===== src/hdl/bgl_pkg.sv =====
// ----------------------------------------------------------------------------
// Bar graph LED package
// Shared constants and types of the bar graph to LED row converter.
// ----------------------------------------------------------------------------
`default_nettype none

package bgl_pkg;

  localparam int CELL_COUNT = 32;
  localparam int CELL_AW    = 5;
  localparam int COUNT_W    = 6;
  localparam int HEIGHT_W   = 8;

  localparam logic [COUNT_W-1:0] MAX_BARS  = 6'd32;
  localparam logic [COUNT_W-1:0] ROW_LIMIT = 6'd32;

  localparam logic [2:0] REG_DIRECTION = 3'd0;
  localparam logic [2:0] REG_FLIP_ROWS = 3'd1;
  localparam logic [2:0] REG_FLIP_COLS = 3'd2;
  localparam logic [2:0] REG_BAR_COUNT = 3'd3;
  localparam logic [2:0] REG_ROW_COUNT = 3'd4;

  typedef logic [HEIGHT_W-1:0] height_t;
  typedef logic [CELL_COUNT-1:0][HEIGHT_W-1:0] heights_t;

  typedef struct packed {
    logic we;
    logic rot_dn;
    logic rot_up;
  } cell_ctrl_t;

endpackage

`default_nettype wire


===== src/hdl/bar_graph_to_led_rows.sv =====
// Loading: one bar height word per cycle; a frame takes bar_count (vertical) or row_count
// (horizontal) words, each clamped to 1..32. The final word moves the block to the emit
// state, which loads rows into the output register at one per cycle unless out_ready_i
// stalls; a frame has row_count rows (1..32). Input is not taken while a frame is being
// emitted. Reset (asynchronous, active low) restores register defaults, clears the load
// count and empties the output register; stored heights are undefined until written.
// ----------------------------------------------------------------------------
// Bar graph to LED rows
// Loads a frame of bar heights into a ring of cells and emits the LED rows.
// ----------------------------------------------------------------------------
`default_nettype none

module bar_graph_to_led_rows (
  input  wire logic        clk_i,
  input  wire logic        rst_ni,
  input  wire logic        cfg_we_i,
  input  wire logic [2:0]  cfg_index_i,
  input  wire logic [5:0]  cfg_data_i,
  input  wire logic        in_valid_i,
  output logic             in_ready_o,
  input  wire logic [7:0]  bar_height_i,
  output logic             out_valid_o,
  input  wire logic        out_ready_i,
  output logic [4:0]       row_index_o,
  output logic [31:0]      row_bits_o,
  output logic             last_row_o
);

  localparam logic ST_LOAD = 1'b0;
  localparam logic ST_EMIT = 1'b1;

  localparam int AW = bgl_pkg::CELL_AW;
  localparam int CW = bgl_pkg::COUNT_W;

  logic          direction_q;
  logic          flip_rows_q;
  logic          flip_cols_q;
  logic [CW-1:0] bar_count_q;
  logic [CW-1:0] row_count_q;

  logic          state_q;
  logic [AW-1:0] load_count_q;
  logic [AW-1:0] row_cnt_q;

  logic          out_valid_q;
  logic [AW-1:0] row_index_q;
  logic [31:0]   row_bits_q;
  logic          last_row_q;

  logic [CW-1:0] bars;
  logic [CW-1:0] rows;
  logic [CW-1:0] target;
  logic [CW-1:0] load_next;
  logic [AW-1:0] rows_m1;
  logic [AW-1:0] src;
  logic          in_fire;
  logic          frame_done;
  logic          emit_fire;
  logic          row_last;

  bgl_pkg::heights_t   heights;
  bgl_pkg::height_t    tap;
  bgl_pkg::cell_ctrl_t ctrl [bgl_pkg::CELL_COUNT];
  logic [31:0]         row_bits;

  always_ff @(posedge clk_i or negedge rst_ni) begin
    if (!rst_ni) begin
      direction_q <= 1'b0;
      flip_rows_q <= 1'b0;
      flip_cols_q <= 1'b0;
      bar_count_q <= 6'd32;
      row_count_q <= 6'd8;
    end else if (cfg_we_i) begin
      unique case (cfg_index_i)
        bgl_pkg::REG_DIRECTION: direction_q <= cfg_data_i[0];
        bgl_pkg::REG_FLIP_ROWS: flip_rows_q <= cfg_data_i[0];
        bgl_pkg::REG_FLIP_COLS: flip_cols_q <= cfg_data_i[0];
        bgl_pkg::REG_BAR_COUNT: bar_count_q <= cfg_data_i;
        bgl_pkg::REG_ROW_COUNT: row_count_q <= cfg_data_i;
        default: ;
      endcase
    end
  end

  always_comb begin
    priority if (bar_count_q == '0) begin
      bars = 6'd1;
    end else if (bar_count_q > bgl_pkg::MAX_BARS) begin
      bars = bgl_pkg::MAX_BARS;
    end else begin
      bars = bar_count_q;
    end
    priority if (row_count_q == '0) begin
      rows = 6'd1;
    end else if (row_count_q > bgl_pkg::ROW_LIMIT) begin
      rows = bgl_pkg::ROW_LIMIT;
    end else begin
      rows = row_count_q;
    end
  end

  assign target     = direction_q ? rows : bars;
  assign load_next  = {1'b0, load_count_q} + 6'd1;
  assign frame_done = load_next >= target;
  assign rows_m1    = AW'(rows - 6'd1);
  assign src        = flip_rows_q ? (rows_m1 - row_cnt_q) : row_cnt_q;
  assign row_last   = row_cnt_q == rows_m1;

  assign in_ready_o = state_q == ST_LOAD;
  assign in_fire    = in_valid_i && in_ready_o;
  assign emit_fire  = (state_q == ST_EMIT) && (!out_valid_q || out_ready_i);

  always_ff @(posedge clk_i or negedge rst_ni) begin
    if (!rst_ni) begin
      state_q      <= ST_LOAD;
      load_count_q <= '0;
      row_cnt_q    <= '0;
    end else begin
      unique case (state_q)
        ST_LOAD: begin
          if (in_fire) begin
            if (frame_done) begin
              load_count_q <= '0;
              row_cnt_q    <= '0;
              state_q      <= ST_EMIT;
            end else begin
              load_count_q <= AW'(load_next);
            end
          end
        end
        ST_EMIT: begin
          if (emit_fire) begin
            row_cnt_q <= row_cnt_q + 5'd1;
            if (row_last) begin
              state_q <= ST_LOAD;
            end
          end
        end
        default: state_q <= ST_LOAD;
      endcase
    end
  end

  for (genvar k = 0; k < bgl_pkg::CELL_COUNT; k++) begin : g_cell
    localparam int NXT = (k + 1) % bgl_pkg::CELL_COUNT;
    localparam int PRV = (k + bgl_pkg::CELL_COUNT - 1) % bgl_pkg::CELL_COUNT;

    assign ctrl[k].we     = in_fire && (load_count_q == AW'(k));
    assign ctrl[k].rot_dn = emit_fire && direction_q && !flip_rows_q;
    assign ctrl[k].rot_up = emit_fire && direction_q && flip_rows_q;

    bgl_cell u_cell (
      .clk_i    (clk_i),
      .ctrl_i   (ctrl[k]),
      .wdata_i  (bar_height_i),
      .next_i   (heights[NXT]),
      .prev_i   (heights[PRV]),
      .height_o (heights[k])
    );
  end

  assign tap = flip_rows_q ? heights[rows_m1] : heights[0];

  bgl_row u_row (
    .heights_i    (heights),
    .tap_i        (tap),
    .src_i        (src),
    .bars_i       (bars),
    .horizontal_i (direction_q),
    .flip_cols_i  (flip_cols_q),
    .bits_o       (row_bits)
  );

  always_ff @(posedge clk_i or negedge rst_ni) begin
    if (!rst_ni) begin
      out_valid_q <= 1'b0;
    end else if (emit_fire) begin
      out_valid_q <= 1'b1;
    end else if (out_ready_i) begin
      out_valid_q <= 1'b0;
    end
  end

  always_ff @(posedge clk_i) begin
    if (emit_fire) begin
      row_index_q <= row_cnt_q;
      row_bits_q  <= row_bits;
      last_row_q  <= row_last;
    end
  end

  assign out_valid_o = out_valid_q;
  assign row_index_o = row_index_q;
  assign row_bits_o  = row_bits_q;
  assign last_row_o  = last_row_q;

endmodule

`default_nettype wire


===== src/hdl/bgl_cell.sv =====
// ----------------------------------------------------------------------------
// Bar graph LED cell
// Holds one bar height; loads a new word or takes its neighbor's height.
// ----------------------------------------------------------------------------
`default_nettype none

module bgl_cell (
  input  wire logic               clk_i,
  input  wire bgl_pkg::cell_ctrl_t ctrl_i,
  input  wire bgl_pkg::height_t   wdata_i,
  input  wire bgl_pkg::height_t   next_i,
  input  wire bgl_pkg::height_t   prev_i,
  output bgl_pkg::height_t        height_o
);

  bgl_pkg::height_t height_d;
  bgl_pkg::height_t height_q;

  always_comb begin
    priority if (ctrl_i.we) begin
      height_d = wdata_i;
    end else if (ctrl_i.rot_dn) begin
      height_d = next_i;
    end else if (ctrl_i.rot_up) begin
      height_d = prev_i;
    end else begin
      height_d = height_q;
    end
  end

  always_ff @(posedge clk_i) begin
    height_q <= height_d;
  end

  assign height_o = height_q;

endmodule

`default_nettype wire


===== src/hdl/bgl_row.sv =====
// ----------------------------------------------------------------------------
// Bar graph LED row former
// Builds the 32-bit LED row from the cell heights and applies the column flip.
// ----------------------------------------------------------------------------
`default_nettype none

module bgl_row (
  input  wire bgl_pkg::heights_t           heights_i,
  input  wire bgl_pkg::height_t            tap_i,
  input  wire logic [bgl_pkg::CELL_AW-1:0] src_i,
  input  wire logic [bgl_pkg::COUNT_W-1:0] bars_i,
  input  wire logic                        horizontal_i,
  input  wire logic                        flip_cols_i,
  output logic [bgl_pkg::CELL_COUNT-1:0]   bits_o
);

  logic [bgl_pkg::CELL_COUNT-1:0] raw;

  always_comb begin
    for (int b = 0; b < bgl_pkg::CELL_COUNT; b++) begin
      if (horizontal_i) begin
        raw[b] = tap_i > bgl_pkg::HEIGHT_W'(b);
      end else begin
        raw[b] = (heights_i[b] > {3'b000, src_i}) &&
                 (bgl_pkg::COUNT_W'(b) < bars_i);
      end
    end
  end

  always_comb begin
    for (int b = 0; b < bgl_pkg::CELL_COUNT; b++) begin
      bits_o[b] = flip_cols_i ? raw[bgl_pkg::CELL_COUNT-1-b] : raw[b];
    end
  end

endmodule

`default_nettype wire


===== config.mk =====
export PLATFORM = sky130hd
export DESIGN_NAME = bar_graph_to_led_rows
export DESIGN_NICKNAME = d
export VERILOG_FILES = /design/src/hdl/bgl_pkg.sv /design/src/hdl/bar_graph_to_led_rows.sv /design/src/hdl/bgl_cell.sv /design/src/hdl/bgl_row.sv
export SDC_FILE = /design/constraint.sdc
export NUM_CORES = 1
export LEC_CHECK = 0
export ABC_AREA = 0
export BUFFER_PORTS_ARGS = -buffer_cell sky130_fd_sc_hd__buf_2
export CORE_ASPECT_RATIO = 1.4
export CORE_UTILIZATION = 50
export CTS_BUF_LIST = sky130_fd_sc_hd__clkbuf_2 sky130_fd_sc_hd__clkbuf_4 sky130_fd_sc_hd__clkbuf_8
export CTS_CLUSTER_DIAMETER = 100
export DETAILED_ROUTE_END_ITERATION = 16
export PLACE_DENSITY = 0.66
export SLEW_MARGIN = 0
export SYNTH_ARGS = -nofsm -noshare
export SYNTH_HDL_FRONTEND = slang
export SYNTH_SLANG_ARGS = --single-unit

===== constraint.sdc =====
create_clock -name clk_i -period 10.1 [get_ports clk_i]
set_input_delay 0.505 -clock clk_i [delete_from_list [all_inputs] [get_ports clk_i]]
set_output_delay 0.505 -clock clk_i [all_outputs]
set_load 0.02 [all_outputs]

==> impl_results.md <==
* Gate count after technology mapping at 2363
* Area enclosed by the die boundary at 0.0472 mm2
* Period minus WS final at 7.53 ns
* Count of filler cells inserted in the layout at 4139
* MaxCap Viol Count at 0
* Vias at 20200
* Routed wire length per instance at 29.4 um
* Storage cell area at 0.00951 mm2
* Ys async rst share at 0.0841
* Buffer depth of the longest clock path at 3
* Start of the worst register-to-register path: row_count_q[0]$_DFFE_PN0P_
* Clock-pin slew on the worst setup and hold paths at 0.07 ns
* Post-Layout Cell Count at 3006
* Aggregate routed wire length at 88300 um
* Net count reported at finish at 2522
* Worst endpoint required time at 10.50 ns
* Count of cell types in the netlist at 84
* Yosys warnings at 0
* Crit share post-route at 0.746
* All-layer global routing usage at 0.371
* RSZ-0062 raised after global routing: false
* Endpoint class of the critical path: flip-flop
* Routability Congestion at 1.00
* Number of pins exceeding their max-slew limit in the final report at 0
* Initial drt markers at 2772
* Initial antenna violation count at 2
* HP Class: in2reg
* Sum of negative setup slack at 0 ns
* Number of nets in the synthesized netlist at 2532
* CP bufs+invs at 5
* Min-delay src: cfg_data_i[5]
* Highest-count cells in the layout ignoring fill and taps: sky130_fd_sc_hd__o21ai_0 (357), sky130_fd_sc_hd__nand2_1 (347), sky130_fd_sc_hd__mux2i_1 (307), sky130_fd_sc_hd__edfxtp_1 (294), sky130_fd_sc_hd__ha_1 (145)
* Width of the chip at 184 um
* Maximum vdd ir drop at 0.000188 V
* Cell-by-cell trace of the critical path: clkinv_1 > a21oi_4 > inv_4 > ha_2 > and2_1 > nor3_4 > buf_4 > inv_2 > ha_1 > nor2b_1 > nor3_1 > a21oi_4 > buf_4 > ha_1 > o21ai_0 > nand2b_1 > a21oi_1 > a41oi_1 > maj3_1 > o41ai_1 > o311ai_1 > mux2_2
* Maximum number of pins on one net before global-route repair at 134
* Post-synthesis sequential area ratio at 0.411
* Count of unresolved DRC violations after routing at 0
* Share of Yosys cell area claimed by the top area cell type at 0.381
* Total power draw at 7.65 mW
* Area overhead of the layout relative to synthesis at 7.78%
* Clk_skew at 0.0447 ns
* Worst stage delay on the critical path at 0.89 ns
* Post-placement setup slack at 2.87 ns
* Port buffer count at 61
* Final hold violation count at 0
* Die Y-Extent at 257 um
* Worst Max-Slew Pin Slew at 1.32 ns
* Crit path launch type: flip-flop
* Outcome: complete, no violations
* Setup CP Type: reg2reg
* Starting density of the core at 0.511
* Worst Hold Margin at 0.0970 ns
* Final critical-path setup slack at 2.57 ns
* Data arrival time of the critical path at 7.93 ns
* Peak Freq at 133 MHz
* GRT Residual Overflow at 0
* Crit path launch: row_count_q[0]$_DFFE_PN0P_
* TritonCTS Buffers at 53
* DRT Pass-1 Iters at 6
* Number of routed nets with antenna violations at 0
* Number of gates on the worst path with buffers counted at 22
* Terminus of the critical flop-to-flop path: row_bits_o[5]$_DFFE_PP_
* Cell total after placement at 2908
* Half-perimeter wire length after placement at 62300 um
* Critical path capture point: row_bits_o[5]$_DFFE_PP_
* Syn avg cell area at 9.80 um2
* Top cell family by delay on the critical path: buffers and inverters
* Predominant post-synthesis flop cell: sky130_fd_sc_hd__edfxtp_1
* Root buf cell: sky130_fd_sc_hd__clkbuf_8
* Area of the mapped netlist at 0.0232 mm2
* Setup-violating endpoint count in the final report at 0
* Top cells by area in the synthesized netlist: sky130_fd_sc_hd__edfxtp_1 (38%), sky130_fd_sc_hd__mux2i_1 (13%), sky130_fd_sc_hd__ha_1 (7.9%), sky130_fd_sc_hd__o21ai_0 (7.7%), sky130_fd_sc_hd__nand2_1 (5.6%)
* Most frequent standard cell in the layout excluding fill and tap cells: sky130_fd_sc_hd__o21ai_0
* Crit Path Max Fanout at 36
* Number of gates resized after cts at 0
* Area taken by multi-input logic gates at 0.0128 mm2
* H-tree depth at 2
* Slowest-stage cell, CP: sky130_fd_sc_hd__dfrtp_1
* Number of synthesized flops with an enable pin at 294
* CTS sink cnt at 321
* Via/cell ratio at 6.72
* Row cnt at 92
* Static leakage at 10.2 nW
* Floorplan Core Area at 0.0454 mm2
* Fraction of layout instances using a drive strength above 1 at 0.106
* Wire length of the first global-routing pass at 128000 um
* Later-pin clock latency in the skew report at 0.66 ns
* Top Ports at 62
* Slew headroom at 0.114
* Worst R2R Setup Slack at 2.57 ns
* CTS tree: built
* Via count of the first global-routing pass at 19200
* Count of cells along the worst register-to-register path at 22
* Cell accounting for the most synthesized area: sky130_fd_sc_hd__edfxtp_1
* Flip-flop and latch count after synthesis at 321
* Pwr Density at 307 mW/mm2
[logic make-up after synthesis]
| logic type | count (synthesis) | synth area share |
|---|---|---|
| and+or+nand+nor | 666 | 0.134 |
| adders and majority gates | 178 | 0.0931 |
| xor gates and xnor gates | 8 | 0.00303 |
| buffers and inverters | 218 | 0.0386 |
| muxes | 353 | 0.163 |
| AOI/OAI and AO/OA | 619 | 0.157 |
| DFF | 321 | 0.411 |
[what timing repair did]
item                      4_1_cts  5_1_grt
buffers inserted                0        0
hold endpoints to repair       25        0
hold buffers                    1        0
[cell usage after synthesis (all sizes together), types with 12 or more instances]
master and instances:
ha 146, nor2 79, inv 60, o41ai 16, o21ai 359, maj3 31, nor2b 38, nor3 29
nand2 347, nand3 24, a21oi 94, o22ai 12, buf 53, dfrtp 25, clkbuf 103, mux4 16
mux2 29, mux2i 308, a41oi 33, nand2b 49, nor4 31, edfxtp 294
[power breakdown]
part           total (mW)  switching, mW  leakage [nW]  internal, mW
Clock                1.19          0.567         0.554         0.621
Combinational        3.87           2.38          6.60          1.50
Sequential           2.59          0.588          3.05          2.00
[through the flow]
stage / instance area, um2 / util
3_3_place_gp: 23900 / 0.527
4_1_cts: 25000 / 0.550
6_report: 25000 / 0.550
5_1_grt: 25000 / 0.550
2_1_floorplan: 23200 / -
3_5_place_dp: 23900 / 0.527
[state kept, by name, indices dropped and copies added (netlist names)]
name and flops:
bar_count_q 6, direction_q 1, flip_rows_q 1, row_bits_o 32, row_count_q 6, last_row_o 1
flip_cols_q 1, load_count_q 5, state_q 1, row_index_o 5, row_cnt_q 5, out_valid_o 1
g_cell.u_cell.height_o 256
[layer usage]
| metal | vias to the layer above | track usage | wire length [um] | share of wire |
|---|---|---|---|---|
| met5 | - | 0 | 0 | 0 |
| met4 | 0 | 0.229 | 6040 | 0.068 |
| met3 | 285 | 0.0578 | 8290 | 0.094 |
| met2 | 1393 | 0.589 | 40100 | 0.45 |
| met1 | 9667 | 0.472 | 33800 | 0.38 |
| li1 | 8853 | - | - | - |
[final cells by class]
type,count,area share
multi-input cells,1824,0.515
flip-flops and latches,321,0.381
clock buffers,75,0.0376
well taps,611,0.0306
repair buffers,91,0.0219
inverters,62,0.00942
clock inverters,20,0.00481
diodes,2,0.000201
[worst register-to-register path, cell delays in order, from the launching register on]
cell,delay [ns]
sky130_fd_sc_hd__dfrtp_1,0.89
sky130_fd_sc_hd__clkinv_1,0.58
sky130_fd_sc_hd__a21oi_4,0.33
sky130_fd_sc_hd__inv_4,0.22
sky130_fd_sc_hd__ha_2,0.31
sky130_fd_sc_hd__and2_1,0.29
sky130_fd_sc_hd__nor3_4,0.21
sky130_fd_sc_hd__buf_4,0.40
sky130_fd_sc_hd__inv_2,0.31
sky130_fd_sc_hd__ha_1,0.42
sky130_fd_sc_hd__nor2b_1,0.20
sky130_fd_sc_hd__nor3_1,0.10
sky130_fd_sc_hd__a21oi_4,0.21
sky130_fd_sc_hd__buf_4,0.44
sky130_fd_sc_hd__ha_1,0.36
sky130_fd_sc_hd__o21ai_0,0.08
sky130_fd_sc_hd__nand2b_1,0.07
sky130_fd_sc_hd__a21oi_1,0.14
sky130_fd_sc_hd__a41oi_1,0.07
sky130_fd_sc_hd__maj3_1,0.37
sky130_fd_sc_hd__o41ai_1,0.72
sky130_fd_sc_hd__o311ai_1,0.25
sky130_fd_sc_hd__mux2_2,0.32
[worst min path at each step]
stage,end,slack [ns],cells after the start
finish,row_count_q[5]$_DFFE_PN0P_,0.1,3
global route,row_count_q[5]$_DFFE_PN0P_,0.11,3
CTS,row_count_q[5]$_DFFE_PN0P_,0.08,3
detailed placement,bar_count_q[0]$_DFFE_PN0P_,0.53,1
global placement,bar_count_q[0]$_DFFE_PN0P_,0.54,1
floorplan,bar_count_q[0]$_DFFE_PN0P_,0.21,0
(Power assumes the default switching activity.)
